[src/hw/rtl/rne_pkg.sv]
// Package for the Roman numeral encoder.
// Holds the symbol codes, the queue item type and the greedy step table.
// No dependencies.
package rne_pkg;

    localparam int unsigned VALUE_W = 12;
    localparam int unsigned SYM_W   = 3;
    localparam int unsigned STEP_W  = 10;

    localparam logic [VALUE_W-1:0] VALUE_MAX = 12'd3999;

    localparam logic [SYM_W-1:0] SYM_I = 3'd0;
    localparam logic [SYM_W-1:0] SYM_V = 3'd1;
    localparam logic [SYM_W-1:0] SYM_X = 3'd2;
    localparam logic [SYM_W-1:0] SYM_L = 3'd3;
    localparam logic [SYM_W-1:0] SYM_C = 3'd4;
    localparam logic [SYM_W-1:0] SYM_D = 3'd5;
    localparam logic [SYM_W-1:0] SYM_M = 3'd6;

    typedef struct packed {
        logic [VALUE_W-1:0] value;
        logic               range_error;
    } t_item;

    typedef struct packed {
        logic [STEP_W-1:0] step;
        logic [SYM_W-1:0]  sym1;
        logic [SYM_W-1:0]  sym2;
        logic              pair;
    } t_pick;

    // largest numeral step not above rem
    function automatic t_pick pick_step(input logic [VALUE_W-1:0] rem);
        t_pick p;
        p = '{step: 10'd1, sym1: SYM_I, sym2: SYM_I, pair: 1'b0};
        if (rem >= 12'd1000)     p = '{step: 10'd1000, sym1: SYM_M, sym2: SYM_I, pair: 1'b0};
        else if (rem >= 12'd900) p = '{step: 10'd900,  sym1: SYM_C, sym2: SYM_M, pair: 1'b1};
        else if (rem >= 12'd500) p = '{step: 10'd500,  sym1: SYM_D, sym2: SYM_I, pair: 1'b0};
        else if (rem >= 12'd400) p = '{step: 10'd400,  sym1: SYM_C, sym2: SYM_D, pair: 1'b1};
        else if (rem >= 12'd100) p = '{step: 10'd100,  sym1: SYM_C, sym2: SYM_I, pair: 1'b0};
        else if (rem >= 12'd90)  p = '{step: 10'd90,   sym1: SYM_X, sym2: SYM_C, pair: 1'b1};
        else if (rem >= 12'd50)  p = '{step: 10'd50,   sym1: SYM_L, sym2: SYM_I, pair: 1'b0};
        else if (rem >= 12'd40)  p = '{step: 10'd40,   sym1: SYM_X, sym2: SYM_L, pair: 1'b1};
        else if (rem >= 12'd10)  p = '{step: 10'd10,   sym1: SYM_X, sym2: SYM_I, pair: 1'b0};
        else if (rem >= 12'd9)   p = '{step: 10'd9,    sym1: SYM_I, sym2: SYM_X, pair: 1'b1};
        else if (rem >= 12'd5)   p = '{step: 10'd5,    sym1: SYM_V, sym2: SYM_I, pair: 1'b0};
        else if (rem >= 12'd4)   p = '{step: 10'd4,    sym1: SYM_I, sym2: SYM_V, pair: 1'b1};
        return p;
    endfunction

endpackage

[src/hw/rtl/rne_front.sv]
// Front stage of the Roman numeral encoder: takes requests and range-checks them.
// Depends on rne_pkg.
module rne_front (
    input  logic                        i_clk,
    input  logic                        i_rst_n,
    input  logic                        i_valid,
    output logic                        o_ready,
    input  logic [rne_pkg::VALUE_W-1:0] i_value,
    output logic                        o_push,
    input  logic                        i_q_ready,
    output rne_pkg::t_item              o_item
);
    import rne_pkg::*;

    logic  r_valid;
    t_item r_item;

    assign o_ready = !r_valid || i_q_ready;
    assign o_push  = r_valid && i_q_ready;
    assign o_item  = r_item;

    always_ff @(posedge i_clk) begin
        if (!i_rst_n) begin
            r_valid <= 1'b0;
        end else if (o_ready) begin
            r_valid <= i_valid;
        end
    end

    always_ff @(posedge i_clk) begin
        if (o_ready && i_valid) begin
            r_item.value       <= i_value;
            r_item.range_error <= (i_value == '0) || (i_value > VALUE_MAX);
        end
    end

endmodule

[src/hw/rtl/rne_queue.sv]
// Two-entry request queue between front and back of the Roman numeral encoder.
// Depends on rne_pkg.
module rne_queue (
    input  logic           i_clk,
    input  logic           i_rst_n,
    input  logic           i_push,
    input  rne_pkg::t_item i_data,
    output logic           o_ready,
    input  logic           i_pop,
    output logic           o_valid,
    output rne_pkg::t_item o_data
);
    import rne_pkg::*;

    localparam logic [1:0] DEPTH = 2'd2;

    logic [1:0] r_count;
    logic       r_wp;
    logic       r_rp;
    t_item      r_mem [2];
    logic       w_push;
    logic       w_pop;

    assign o_ready = (r_count != DEPTH);
    assign o_valid = (r_count != 2'd0);
    assign o_data  = r_mem[r_rp];
    assign w_push  = i_push && o_ready;
    assign w_pop   = i_pop && o_valid;

    always_ff @(posedge i_clk) begin
        if (!i_rst_n) begin
            r_count <= 2'd0;
            r_wp    <= 1'b0;
            r_rp    <= 1'b0;
        end else begin
            if (w_push) r_wp <= !r_wp;
            if (w_pop)  r_rp <= !r_rp;
            if (w_push && !w_pop)      r_count <= r_count + 2'd1;
            else if (w_pop && !w_push) r_count <= r_count - 2'd1;
        end
    end

    always_ff @(posedge i_clk) begin
        if (w_push) begin
            r_mem[r_wp] <= i_data;
        end
    end

endmodule

[src/hw/rtl/rne_back.sv]
// Back stage of the Roman numeral encoder: emits one symbol per cycle
// while i_ready is high, by greedy subtraction of the numeral steps. Depends on rne_pkg.
module rne_back (
    input  logic                      i_clk,
    input  logic                      i_rst_n,
    input  logic                      i_q_valid,
    input  rne_pkg::t_item            i_q_data,
    output logic                      o_q_pop,
    output logic                      o_valid,
    input  logic                      i_ready,
    output logic [rne_pkg::SYM_W-1:0] o_symbol,
    output logic                      o_last,
    output logic                      o_range_error
);
    import rne_pkg::*;

    logic               r_busy;
    logic               r_err;
    logic               r_half;
    logic [SYM_W-1:0]   r_sym2;
    logic               r_last2;
    logic [VALUE_W-1:0] r_rem;
    logic               r_ovalid;
    logic [SYM_W-1:0]   r_osym;
    logic               r_olast;
    logic               r_oerr;

    logic               w_can_emit;
    logic               w_emit;
    t_pick              w_pick;
    logic [VALUE_W-1:0] w_rem_next;

    assign w_can_emit = !r_ovalid || i_ready;
    assign w_emit     = r_busy && w_can_emit;
    assign o_q_pop    = !r_busy && i_q_valid;
    assign w_pick     = pick_step(r_rem);
    assign w_rem_next = r_rem - {{(VALUE_W-STEP_W){1'b0}}, w_pick.step};

    assign o_valid       = r_ovalid;
    assign o_symbol      = r_osym;
    assign o_last        = r_olast;
    assign o_range_error = r_oerr;

    always_ff @(posedge i_clk) begin
        if (!i_rst_n) begin
            r_busy   <= 1'b0;
            r_half   <= 1'b0;
            r_ovalid <= 1'b0;
        end else begin
            if (w_can_emit) r_ovalid <= w_emit;
            if (o_q_pop) begin
                r_busy <= 1'b1;
                r_half <= 1'b0;
            end else if (w_emit) begin
                if (r_err) begin
                    r_busy <= 1'b0;
                end else if (r_half) begin
                    r_half <= 1'b0;
                    if (r_last2) r_busy <= 1'b0;
                end else if (w_pick.pair) begin
                    r_half <= 1'b1;
                end else if (w_rem_next == '0) begin
                    r_busy <= 1'b0;
                end
            end
        end
    end

    always_ff @(posedge i_clk) begin
        if (o_q_pop) begin
            r_rem <= i_q_data.value;
            r_err <= i_q_data.range_error;
        end else if (w_emit) begin
            if (r_err) begin
                r_osym  <= SYM_I;
                r_olast <= 1'b1;
                r_oerr  <= 1'b1;
            end else if (r_half) begin
                r_osym  <= r_sym2;
                r_olast <= r_last2;
                r_oerr  <= 1'b0;
            end else begin
                r_rem   <= w_rem_next;
                r_osym  <= w_pick.sym1;
                r_olast <= !w_pick.pair && (w_rem_next == '0);
                r_oerr  <= 1'b0;
                r_sym2  <= w_pick.sym2;
                r_last2 <= (w_rem_next == '0);
            end
        end
    end

    a_err_is_last: assert property (@(posedge i_clk) disable iff (!i_rst_n)
        r_ovalid && r_oerr |-> r_olast)
        else $error("error result without last mark");

    a_half_busy: assert property (@(posedge i_clk) disable iff (!i_rst_n)
        r_half |-> r_busy)
        else $error("pending second symbol while idle");

    a_pop_idle: assert property (@(posedge i_clk) disable iff (!i_rst_n)
        o_q_pop |=> r_busy)
        else $error("request popped but back stage not busy");

    a_last_frees: assert property (@(posedge i_clk) disable iff (!i_rst_n)
        w_emit && r_half && r_last2 |=> !r_busy)
        else $error("back stage stays busy after last symbol");

endmodule

[src/hw/rtl/roman_numeral_encoder_top.sv]
// Top level of the Roman numeral encoder.
// Instantiates rne_front, rne_queue and rne_back; depends on rne_pkg.
//
// Usage:
//   Input channel i_valid/o_ready carries one 12-bit value per request.
//   Output channel o_valid/i_ready carries one symbol per result
//   (0=I 1=V 2=X 3=L 4=C 5=D 6=M), most significant first; o_last marks
//   the final symbol of each numeral.
//   A value of 0 or above 3999 gives one result with o_range_error and
//   o_last set.
//   Path: a request passes the front register, the queue and the back
//   stage's load before its first symbol reaches the output register.
//   Throughput: one symbol per cycle while i_ready is high; the back
//   stage loads the next request only after the last symbol of the
//   previous numeral, and 3888 gives the longest numeral. The back stage's
//   greedy subtract loop sets this rate.
//   The front stage and a two-entry queue keep taking requests while the
//   back stage works; when the receiver holds i_ready low the output
//   register holds its symbol and the back stage waits.
//   Reset (i_rst_n low, synchronous) empties the queue and all stages.
module roman_numeral_encoder_top (
    input  logic                        i_clk,
    input  logic                        i_rst_n,
    input  logic                        i_valid,
    output logic                        o_ready,
    input  logic [rne_pkg::VALUE_W-1:0] i_value,
    output logic                        o_valid,
    input  logic                        i_ready,
    output logic [rne_pkg::SYM_W-1:0]   o_symbol,
    output logic                        o_last,
    output logic                        o_range_error
);
    import rne_pkg::*;

    logic  w_push;
    logic  w_q_ready;
    t_item w_front_item;
    logic  w_pop;
    logic  w_q_valid;
    t_item w_q_item;

    rne_front u_front (
        .i_clk     (i_clk),
        .i_rst_n   (i_rst_n),
        .i_valid   (i_valid),
        .o_ready   (o_ready),
        .i_value   (i_value),
        .o_push    (w_push),
        .i_q_ready (w_q_ready),
        .o_item    (w_front_item)
    );

    rne_queue u_queue (
        .i_clk   (i_clk),
        .i_rst_n (i_rst_n),
        .i_push  (w_push),
        .i_data  (w_front_item),
        .o_ready (w_q_ready),
        .i_pop   (w_pop),
        .o_valid (w_q_valid),
        .o_data  (w_q_item)
    );

    rne_back u_back (
        .i_clk         (i_clk),
        .i_rst_n       (i_rst_n),
        .i_q_valid     (w_q_valid),
        .i_q_data      (w_q_item),
        .o_q_pop       (w_pop),
        .o_valid       (o_valid),
        .i_ready       (i_ready),
        .o_symbol      (o_symbol),
        .o_last        (o_last),
        .o_range_error (o_range_error)
    );

endmodule

[config.mk]
export PLATFORM = sky130hd
export DESIGN_NAME = roman_numeral_encoder_top
export DESIGN_NICKNAME = d
export VERILOG_FILES = /design/src/hw/rtl/rne_pkg.sv /design/src/hw/rtl/rne_front.sv /design/src/hw/rtl/rne_queue.sv /design/src/hw/rtl/rne_back.sv /design/src/hw/rtl/roman_numeral_encoder_top.sv
export SDC_FILE = /design/constraint.sdc
export NUM_CORES = 1
export LEC_CHECK = 0
export BUFFER_PORTS_ARGS = -buffer_cell sky130_fd_sc_hd__buf_2
export CAP_MARGIN = 15
export CORE_ASPECT_RATIO = 0.7
export CORE_MARGIN = 2
export CORE_UTILIZATION = 55
export CTS_CLUSTER_DIAMETER = 120
export DETAILED_ROUTE_END_ITERATION = 6
export GPL_TIMING_DRIVEN = 0
export PLACE_DENSITY = 0.83
export SYNTH_ARGS = -nofsm -noshare
export SYNTH_HDL_FRONTEND = slang
export SYNTH_SLANG_ARGS = --single-unit
[constraint.sdc]
create_clock -name i_clk -period 5.6 [get_ports i_clk]
set_input_delay 1.12 -clock i_clk [delete_from_list [all_inputs] [get_ports i_clk]]
set_output_delay 1.12 -clock i_clk [all_outputs]
set_load 0.1 [all_outputs]
# After elaboration in Yosys (flattened, before gate mapping)
# Memory sizes are Yosys's and may differ from the RTL's. A register that Yosys moved wholly into a read port is not among the register bits.
# Index checks and enable logic that the tools add are counted.
[totals]
reg_bits = 43
rom_bits = 0
out_inout_bits = 7
mem_bits_rw = 26
memories = 1
wordCells = 110
latch_bits = 0
input_bits = 16
[mem_list]
columns = ["name", "words", "word_bits", "read_ports", "rd_ports_with_merged_regs", "write_ports", "line_no", "source"]
rows = [
  ["u_queue.r_mem", 2, 13, 1, 1, 1, "rne_queue.sv:20", "t_item r_mem [2];"],
]
[classes]
n_reduce_logical = 33
muxes = 34
div_mod_pow = 0
order_cmp = 13
eq_ne = 5
shifts = 0
n_addsub = 3
n_mul = 0
n_bitwise = 4
[ops]
columns = ["op", "count"]
rows = [
  ["two-way mux 17 bit", 11],
  ["two-way mux 12 bit", 4],
  ["greater-or-equal comparator 12 x 10 -> 1 bit, second input constant", 2],
  ["greater-or-equal comparator 12 x 3 -> 1 bit, second input constant", 2],
  ["greater-or-equal comparator 12 x 4 -> 1 bit, second input constant", 2],
  ["greater-or-equal comparator 12 x 6 -> 1 bit, second input constant", 2],
  ["greater-or-equal comparator 12 x 7 -> 1 bit, second input constant", 2],
  ["greater-or-equal comparator 12 x 9 -> 1 bit, second input constant", 2],
  ["zero test 12 bit", 2],
  ["two-way mux 1 bit", 15],
  ["> comparator 12 bit, second input constant", 1],
  ["subtractor 12 x 10 -> 12 bit", 1],
  ["two-way mux 10 bit", 1],
  ["logical AND 1 bit", 9],
  ["zero test 1 bit", 8],
  ["AND reduction 4 bit", 2],
  ["!= test 2 bit, second input constant", 3],
  ["nonzero test 2 bit", 3],
  ["two-way mux 2 bit", 2],
  ["!= test 4 x 2 -> 1 bit, second input constant", 1],
  ["!= test 4 x 3 -> 1 bit, second input constant", 1],
  ["inverter 1 bit", 4],
  ["AND reduction 2 bit", 2],
  ["nonzero test 4 bit", 1],
  ["other kinds (7)", 9],
]

# Depth between registers and ports, before layout
# Gate-level depths: netlist (run 1).
[depth]
word_depth = 21
mapped_depth = 16
mapped_depth_nobuf = 14

# Hierarchy
# From an unflattened synthesis (run 1), not the netlist that was laid out.
[hier_totals]
hier_cells = 320
area_unflattened_um2 = 3641.0
[by_module_without_submodules]
columns = ["module", "n_inst", "seq_area_each_um2", "area_each_um2", "cells_per_inst"]
rows = [
  ["rne_back", 1, 720.7, 1979.4, 230],
  ["rne_queue", 1, 880.8, 1174.9, 64],
  ["rne_front", 1, 410.4, 486.7, 26],
]

# Worst setup path before layout (run 1)
# OpenSTA, ideal clock, no wires.
[synth_timing]
kind = "flip-flop to flip-flop"
startpoint = "register u_back.r_rem[4]"
endpoint = "register u_back.r_busy"
t_required_ns = 5.483
path_buffers = 2
path_slack_ns = 1.158
stages_incl_launch_ff = 17
period_less_slack_ns = 4.442
arrival_ns = 4.325
cell_sequence = "edfxtp_1 -> clkbuf_1 -> nor4_1 -> nor2b_1 -> o31ai_1 -> a21oi_1 -> nor2_1 -> a21o_1 -> ha_1 -> clkbuf_1 -> inv_1 -> o2111a_1 -> a311oi_2 -> or4b_1 -> or4b_1 -> or4_1 -> a22o_1"
[synth_via]
elab_chain_cells = 17
elab_cells_between_ends = 29
[synth_rtl]
columns = ["element", "line_no", "source"]
rows = [
  ["from (decl)", "rne_back.sv:22", "logic [VALUE_W-1:0] r_rem;"],
  ["from (signal assigned)", "rne_back.sv:71", "r_rem <= i_q_data.value;"],
  ["from (signal assigned)", "rne_back.sv:83", "r_rem <= w_rem_next;"],
  ["greater-or-equal comparator 12 x 3 -> 1 bit", "rne_pkg.sv:47", "else if (rem >= 12'd4) p = '{step: 10'd4, sym1: SYM_I, sym2: SYM_V, pair: 1'b1};"],
  ["two-way mux 10 bit", "rne_pkg.sv:47", ""],
  ["two-way mux 17 bit", "rne_pkg.sv:46", "else if (rem >= 12'd5) p = '{step: 10'd5, sym1: SYM_V, sym2: SYM_I, pair: 1'b0};"],
  ["two-way mux 17 bit", "rne_pkg.sv:45", "else if (rem >= 12'd9) p = '{step: 10'd9, sym1: SYM_I, sym2: SYM_X, pair: 1'b1};"],
  ["two-way mux 17 bit", "rne_pkg.sv:44", "else if (rem >= 12'd10) p = '{step: 10'd10, sym1: SYM_X, sym2: SYM_I, pair: 1'b0};"],
  ["two-way mux 17 bit", "rne_pkg.sv:43", "else if (rem >= 12'd40) p = '{step: 10'd40, sym1: SYM_X, sym2: SYM_L, pair: 1'b1};"],
  ["two-way mux 17 bit", "rne_pkg.sv:42", "else if (rem >= 12'd50) p = '{step: 10'd50, sym1: SYM_L, sym2: SYM_I, pair: 1'b0};"],
  ["two-way mux 17 bit", "rne_pkg.sv:41", "else if (rem >= 12'd90) p = '{step: 10'd90, sym1: SYM_X, sym2: SYM_C, pair: 1'b1};"],
  ["two-way mux 17 bit", "rne_pkg.sv:40", "else if (rem >= 12'd100) p = '{step: 10'd100, sym1: SYM_C, sym2: SYM_I, pair: 1'b0};"],
  ["two-way mux 17 bit", "rne_pkg.sv:39", "else if (rem >= 12'd400) p = '{step: 10'd400, sym1: SYM_C, sym2: SYM_D, pair: 1'b1};"],
  ["two-way mux 17 bit", "rne_pkg.sv:38", "else if (rem >= 12'd500) p = '{step: 10'd500, sym1: SYM_D, sym2: SYM_I, pair: 1'b0};"],
  ["two-way mux 17 bit", "rne_pkg.sv:37", "else if (rem >= 12'd900) p = '{step: 10'd900, sym1: SYM_C, sym2: SYM_M, pair: 1'b1};"],
  ["two-way mux 17 bit", "rne_pkg.sv:36", "if (rem >= 12'd1000) p = '{step: 10'd1000, sym1: SYM_M, sym2: SYM_I, pair: 1'b0};"],
  ["subtractor 12 x 10 -> 12 bit", "rne_back.sv:37", "assign w_rem_next = r_rem - {{(VALUE_W-STEP_W){1'b0}}, w_pick.step};"],
  ["zero test 12 bit", "rne_back.sv:62", "end else if (w_rem_next == '0) begin"],
  ["nonzero test 4 bit (no line)", "-", ""],
  ["AND reduction 4 bit (no line) *", "-", ""],
  ["to (signal assigned)", "rne_back.sv:46", "r_busy <= 1'b0;"],
  ["to (signal assigned)", "rne_back.sv:59", "if (r_last2) r_busy <= 1'b0;"],
  ["to (signal assigned)", "rne_back.sv:63", "r_busy <= 1'b0;"],
  ["to (decl)", "rne_back.sv:17", "logic r_busy;"],
]
# Every way passes the cells marked *; elsewhere a longest branch is shown, timed or not.
# A chain may end at the register's enable or synchronous reset.

# Worst setup path after layout (run 1)
# Ends and elaborated chain as after synthesis.

==> results_dict.tcl, run 1 <==
set metrics [dict create \
    io_buffers 22 \
    synth.largest_area_cell "sky130_fd_sc_hd__edfxtp_1" \
    worstSetupEndpointType "flip-flop" \
    grt_setup_unrepaired "false" \
    worst-path-max-fanout 9 \
    fillerInstances 528 \
    antenna_found_initial 0 \
    multiInputGateArea_um2 1590 \
    ioPinCount 23 \
    report.final.slew_viol_count 0 \
    synth_top_cells_by_count "sky130_fd_sc_hd__edfxtp_1, sky130_fd_sc_hd__nor2_1, sky130_fd_sc_hd__a21oi_1, sky130_fd_sc_hd__nand2_1, sky130_fd_sc_hd__o21ai_0" \
    cts.path.max_buffers 2 \
    syn_avg_cell_area_um2 11.0 \
    synth_area_um2 3660 \
    period_minus_ws_final_ns 5.10 \
    dpl-instance-area_um2 3890 \
    status "finished, final reports clean" \
    maxCapViolCount 0 \
    clock_insertion_delay_worst_skew_ns 0.34 \
    final_net_count 394 \
    max_clock_freq_ghz 0.196 \
    seq_area_frac_synth 0.549 \
    vias_in_the_first_global_route 2712 \
    register_clock_pin_slew_on_the_reported_worst_setup_and_hold_paths_ns 0.08 \
    chipHeight_um 72.3 \
    route.detailed.drc 0 \
    wire_per_inst_um 15.8 \
    drt_first_pass_iters 5 \
    worstPathArrival_ns 5.33 \
    place_hpwl_um 5560 \
    post-cts-setup-buffers 0 \
    register_area_um2 2010 \
    power.static_leakage_nw 1.42 \
    post-route-period-util 0.911 \
    worstMarginPinSlew_ns 1.06 \
    htreeDepth 3 \
    overflow 0 \
    vdd.ir_drop.worst_v 0.000237 \
    yosys.cell_count.top_type "sky130_fd_sc_hd__edfxtp_1" \
    floorplan.rows 24 \
    worst_hold_slack_across_all_endpoints_ns 0.449 \
    tritoncts_buffers 9 \
    relative_slew_margins 0.293 \
    drive_gt1_frac 0.124 \
    yosysTopAreaCellShare 0.500 \
    via_count 2759 \
    antenna_violating_nets_post_route 0 \
    pin_count_of_the_biggest_net_entering_global_routing 15 \
    power.density_cell_area_nw_per_um2 641 \
    area_growth_syn_to_layout_pct 11.1 \
    post_drt_via_cell_ratio 5.97 \
    worst_clock_skew_on_the_final_layout_ns 0.0135 \
    grt_first_pass_wirelength_um 12700 \
    cp.required_ns 5.83 \
    cts_root_buf "sky130_fd_sc_hd__clkbuf_8" \
    design.core.area_um2 6340 \
    worst_setup_path_start_kind "flip-flop" \
    antenna-diode-count 0 \
    dp_worst_setup_slack_ns 0.390 \
    synthesis.instances 333 \
    drt_total_wl_um 7290 \
    ctsHoldBuffers 0 \
    globalplace.congestion 0.942 \
    ys_warn_count 0 \
    synth_fp_nets 361 \
    fin_ws_ns 0.498 \
    synth_edf_count 61 \
    clock_tree_from_tritoncts "built" \
    numClockSinks 70 \
    total_routing_usage_gr 0.226 \
    synth_async_reset_ratio 0 \
    synth.top_cells.by_area "sky130_fd_sc_hd__edfxtp_1, sky130_fd_sc_hd__dfxtp_1, sky130_fd_sc_hd__ha_1, sky130_fd_sc_hd__a21oi_1, sky130_fd_sc_hd__o21ai_0" \
    floorplan.die_area_um2 7340 \
    die_w_um 102 \
    fin_area_um2 4070 \
    min_path_type "reg2reg" \
    synth_seq_cells 70 \
    start_util 0.578 \
    setup_viol_count_final 0 \
    criticalPathCategory "reg2reg" \
    hold_viol 0 \
    p_total_mw 2.61 \
    dominantRegCellSynth "sky130_fd_sc_hd__edfxtp_1" \
    synth.distinct_cells 49 \
    drtIter0Drc 148 \
    fin_setup_tns_ns 0 \
]
==> per-stage QoR <==
stage / cells / utilization
finish: 462 / 0.643
global route: 462 / 0.643
CTS: 462 / 0.641
detailed placement: 446 / 0.614
global placement: 446 / 0.614
floorplan: 333 / -
==> state kept, by name, summed over array words and instances, names as in the netlist, 2 cells and up, named ones only <==
signal and flops:
u_queue.r_mem 26, u_front.o_item 13, u_back.r_rem 12, u_back.o_symbol 3, u_back.r_sym2 3, u_queue.r_count 2
==> area by class of cell <==
cell class | instances | area share
flip-flops and latches | 70 | 0.494
multi-input cells | 243 | 0.390
clock buffers | 9 | 0.0304
well taps | 91 | 0.0280
repair buffers | 22 | 0.0270
clock inverters | 7 | 0.0120
plain buffers | 11 | 0.0101
inverters | 9 | 0.00830
==> path summary, 6_finish.rpt <==
path                                   endpoint  slack, ns  cells after the start                   startpoint
setup / recovery     u_back.r_busy$_SDFFE_PN0P_       0.50                     16    u_back.r_rem[4]$_DFFE_PP_
hold / removal    u_queue.r_mem[1][4]$_DFFE_PP_       0.45                      0  u_front.o_item[4]$_DFFE_PP_
setup reg to reg     u_back.r_busy$_SDFFE_PN0P_       0.50                     16    u_back.r_rem[4]$_DFFE_PP_
hold reg to reg   u_queue.r_mem[1][4]$_DFFE_PP_       0.45                      0  u_front.o_item[4]$_DFFE_PP_
==> cell families (layout without fill, tap and decap cells) <==
| group | count (synthesis) | in the layout | share of synthesized area |
|---|---|---|---|
| muxes | 7 | 7 | 0.0195 |
| buffers and inverters | 20 | 58 | 0.0205 |
| adders and majority gates | 12 | 12 | 0.0430 |
| and+or+nand+nor | 121 | 121 | 0.175 |
| DFF | 70 | 70 | 0.549 |
| AOI/OAI and AO/OA | 96 | 96 | 0.176 |
| xor gates and xnor gates | 7 | 7 | 0.0167 |
==> power by group <==
| group | switching (mW) | internal (mW) |
|---|---|---|
| combinational | 0.881 | 0.499 |
| clock | 0.192 | 0.161 |
| sequential | 0.120 | 0.758 |
==> metal layers <==
metal  routed length, um  global-route usage  up-vias
met5                   0                   0        -
met4                 169              0.0856        0
met3                 659              0.0674       21
met2                3210               0.334      142
met1                3260               0.317     1251
li1                    -                   -     1345
==> cells in the final DEF (no fill, tap or decap), types with 6 or more instances in the layout <==
cell type,instances
sky130_fd_sc_hd__edfxtp_1,61
sky130_fd_sc_hd__nor2_1,24
sky130_fd_sc_hd__buf_2,22
sky130_fd_sc_hd__nand2_1,21
sky130_fd_sc_hd__a21oi_1,21
sky130_fd_sc_hd__o21ai_0,21
sky130_fd_sc_hd__nor2b_1,13
sky130_fd_sc_hd__a211oi_1,12
sky130_fd_sc_hd__clkbuf_1,11
sky130_fd_sc_hd__ha_1,11
sky130_fd_sc_hd__nand3_1,10
sky130_fd_sc_hd__inv_1,9
sky130_fd_sc_hd__nor3_1,9
sky130_fd_sc_hd__dfxtp_1,9
sky130_fd_sc_hd__clkbuf_8,9
sky130_fd_sc_hd__and2_1,8
sky130_fd_sc_hd__o211ai_1,6
sky130_fd_sc_hd__mux2i_1,6
==> critical path, stage by stage, from the launching register on <==
cell and delay (ns):
sky130_fd_sc_hd__edfxtp_1 0.42, sky130_fd_sc_hd__clkbuf_1 0.23, sky130_fd_sc_hd__nor4_2 0.54, sky130_fd_sc_hd__nor2b_1 0.26
sky130_fd_sc_hd__o31ai_1 0.14, sky130_fd_sc_hd__a21oi_1 0.18, sky130_fd_sc_hd__nor2_1 0.09, sky130_fd_sc_hd__a21o_1 0.21
sky130_fd_sc_hd__ha_1 0.27, sky130_fd_sc_hd__clkbuf_1 0.31, sky130_fd_sc_hd__nand2b_1 0.17, sky130_fd_sc_hd__o211ai_1 0.11
sky130_fd_sc_hd__a311oi_2 0.25, sky130_fd_sc_hd__or4b_1 0.47, sky130_fd_sc_hd__or4b_1 0.56, sky130_fd_sc_hd__or4_1 0.58
sky130_fd_sc_hd__a22o_1 0.21
==> repair_timing <==
action / in CTS / in global routing
hold endpoints to repair: 0 / 0
endpoints found under the setup margin: 0 / 1
gates resized for setup: 0 / 2
Note: power is estimated with default switching activity, not from simulation.
==> inputs of run 2 (changes only) <==
--- a/config.mk
+++ b/config.mk
@@ -13,7 +13,7 @@
 export CTS_CLUSTER_DIAMETER = 120
 export DETAILED_ROUTE_END_ITERATION = 6
 export GPL_TIMING_DRIVEN = 0
-export PLACE_DENSITY = 0.83
+export PLACE_DENSITY = 0.85
 export SYNTH_ARGS = -nofsm -noshare
 export SYNTH_HDL_FRONTEND = slang
 export SYNTH_SLANG_ARGS = --single-unit
==> run 2 against run 1 <==
  * Worst hold slack worse by 0.0014 ns
  * Critical endpoint unchanged
  * Largest cell class unchanged
  * Highest routed layer unchanged
  * Cell count stayed put
  * Core utilization decreased by 0.059 points
==> results_dict.tcl, run 2 (synthesis gave the netlist of run 1 again) <==
set metrics [dict create \
    fin_area_um2 4070 \
    drive_gt1_frac 0.121 \
    htreeDepth 3 \
    numClockSinks 70 \
    drt_total_wl_um 7390 \
    dpl-instance-area_um2 3890 \
    drtIter0Drc 156 \
    hold_viol 0 \
    place_hpwl_um 5570 \
    fin_ws_ns 0.301 \
    status "finished, final reports clean" \
    grt_use_met1 0.319 \
    top_register "u_queue.r_mem" \
    power.combinational.fraction 0.526 \
    drt_first_pass_iters 5 \
    report.final.slew_viol_count 0 \
    antenna_found_initial 0 \
    power.switching_mw 1.19 \
    place.detailed.instances 446 \
    worstSetupEndpointType "flip-flop" \
    floorplan.die_area_um2 7340 \
    vdd.ir_drop.worst_v 0.000312 \
    grt.met2_usage 0.327 \
    floorplan.rows 24 \
    clock_insertion_delay_worst_skew_ns 0.34 \
    pin_count_of_the_biggest_net_entering_global_routing 15 \
    design.core.area_um2 6340 \
    layout_commonest_cell "sky130_fd_sc_hd__edfxtp_1" \
    clock_tree_from_tritoncts "built" \
    clock_power_share 0.139 \
    globalRouteMet3Util 0.0617 \
    overflow 0 \
    route.detailed.drc 0 \
    max_clock_freq_ghz 0.189 \
    area_growth_syn_to_layout_pct 11.0 \
    worst_setup_path_start_kind "flip-flop" \
    cpMaxStageDelayCell "sky130_fd_sc_hd__nor4_1" \
    ioPinCount 23 \
    largest_register_ff_count 26 \
    p_sw_frac 0.456 \
    cp_cell_sequence "clkbuf_1, nor4_1, nor2b_1, o31ai_1, a21oi_1, nor2_1, a21o_1, ha_1, clkbuf_1, nand2b_1, o211ai_1, a311oi_2, or4b_1, or4b_1, or4_1, a22o_1" \
    worst_clock_skew_on_the_final_layout_ns 0.00551 \
    worst-path-max-fanout 9 \
    cts.path.max_buffers 2 \
    final_cell_mix "sky130_fd_sc_hd__edfxtp_1, sky130_fd_sc_hd__nor2_1, sky130_fd_sc_hd__buf_2" \
    power.static_leakage_nw 1.43 \
    worstPathArrival_ns 5.53 \
    fillerInstances 506 \
    maxCapViolCount 0 \
    antenna_violating_nets_post_route 0 \
    worstMarginPinSlew_ns 1.08 \
    dp_worst_setup_slack_ns 0.413 \
    tritoncts_buffers 9 \
    via_count 2700 \
    setup_viol_count_final 0 \
    post-cts-setup-buffers 0 \
    register_clock_pin_slew_on_the_reported_worst_setup_and_hold_paths_ns 0.08 \
    io_buffers 22 \
    layout.cells.non_filler 462 \
    internal_power_mw 1.42 \
    die_w_um 102 \
    start_util 0.578 \
    power.density_cell_area_nw_per_um2 643 \
    timing.critical_path.slowest_cell_delay_ns 0.63 \
    cts_root_buf "sky130_fd_sc_hd__clkbuf_8" \
    p_total_mw 2.61 \
    globalplace.congestion 0.946 \
    cp.required_ns 5.83 \
    chipHeight_um 72.3 \
    grt_first_pass_wirelength_um 12400 \
    total_routing_usage_gr 0.222 \
    fin_setup_tns_ns 0 \
    antenna-diode-count 0 \
    period_minus_ws_final_ns 5.30 \
    globalRoute.busiestLayer "met2" \
    final_net_count 394 \
    grt_setup_unrepaired "false" \
    relative_slew_margins 0.280 \
    min_path_type "reg2reg" \
    seq_power_share 0.335 \
    wire_per_inst_um 16.0 \
    post-route-period-util 0.946 \
    post_drt_via_cell_ratio 5.84 \
    ctsHoldBuffers 0 \
    cts_resized 0 \
    vias_in_the_first_global_route 2565 \
    criticalPathCategory "reg2reg" \
]
run 2: metrics by stage:
| stage | utilization | hold slack (ns) |
|---|---|---|
| 4_1_cts | 0.642 | 0.449 |
| 2_1_floorplan | - | 0.421 |
| 3_5_place_dp | 0.614 | 0.431 |
| 6_report | 0.642 | 0.448 |
| 5_1_grt | 0.642 | 0.464 |
| 3_3_place_gp | 0.614 | 0.423 |
run 2: layout make-up:
type | count | area, um^2 | share of cell area
Tap cell | 91 | 114 | 0.0280
Timing Repair Buffer | 22 | 110 | 0.0271
Clock inverter | 7 | 56.3 | 0.0138
Buffer | 11 | 41.3 | 0.0102
Multi-Input combinational cell | 243 | 1580 | 0.388
Inverter | 9 | 33.8 | 0.00831
Sequential cell | 70 | 2010 | 0.495
Clock buffer | 9 | 124 | 0.0305
run 2: worst max-delay path: cells and delay by family (launching register included):
| kind | cells | cell delay [ns] |
|---|---|---|
| buf+inv | 2 | 0.53 |
| simple gates | 7 | 2.76 |
| flops | 1 | 0.44 |
| compound gates | 6 | 1.19 |
| fa+ha+maj | 1 | 0.27 |
run 2: final timing paths:
path / from / to / slack [ns] / cells after the start
setup reg to reg: u_back.r_rem[4]$_DFFE_PP_ / u_back.r_busy$_SDFFE_PN0P_ / 0.30 / 16
hold reg to reg: u_front.o_item[0]$_DFFE_PP_ / u_queue.r_mem[0][0]$_DFFE_PP_ / 0.45 / 0
setup / recovery: u_back.r_rem[4]$_DFFE_PP_ / u_back.r_busy$_SDFFE_PN0P_ / 0.30 / 16
hold / removal: u_front.o_item[0]$_DFFE_PP_ / u_queue.r_mem[0][0]$_DFFE_PP_ / 0.45 / 0
run 2: power by group through the flow:
stage | sequential, mW | combinational (mW) | clock [mW]
finish | 0.876 | 1.37 | 0.364
global route | 0.894 | 1.53 | 0.393
CTS | 0.871 | 1.36 | 0.372
detailed placement | 0.882 | 1.35 | 0
global placement | 0.880 | 1.32 | 0
floorplan | 0.946 | 0.961 | 0
run 2: layer usage:
layer  wire (um)  up-vias
met5           0        -
met4         109        0
met2        3280      101
met3         564       12
met1        3440     1238
li1            -     1349
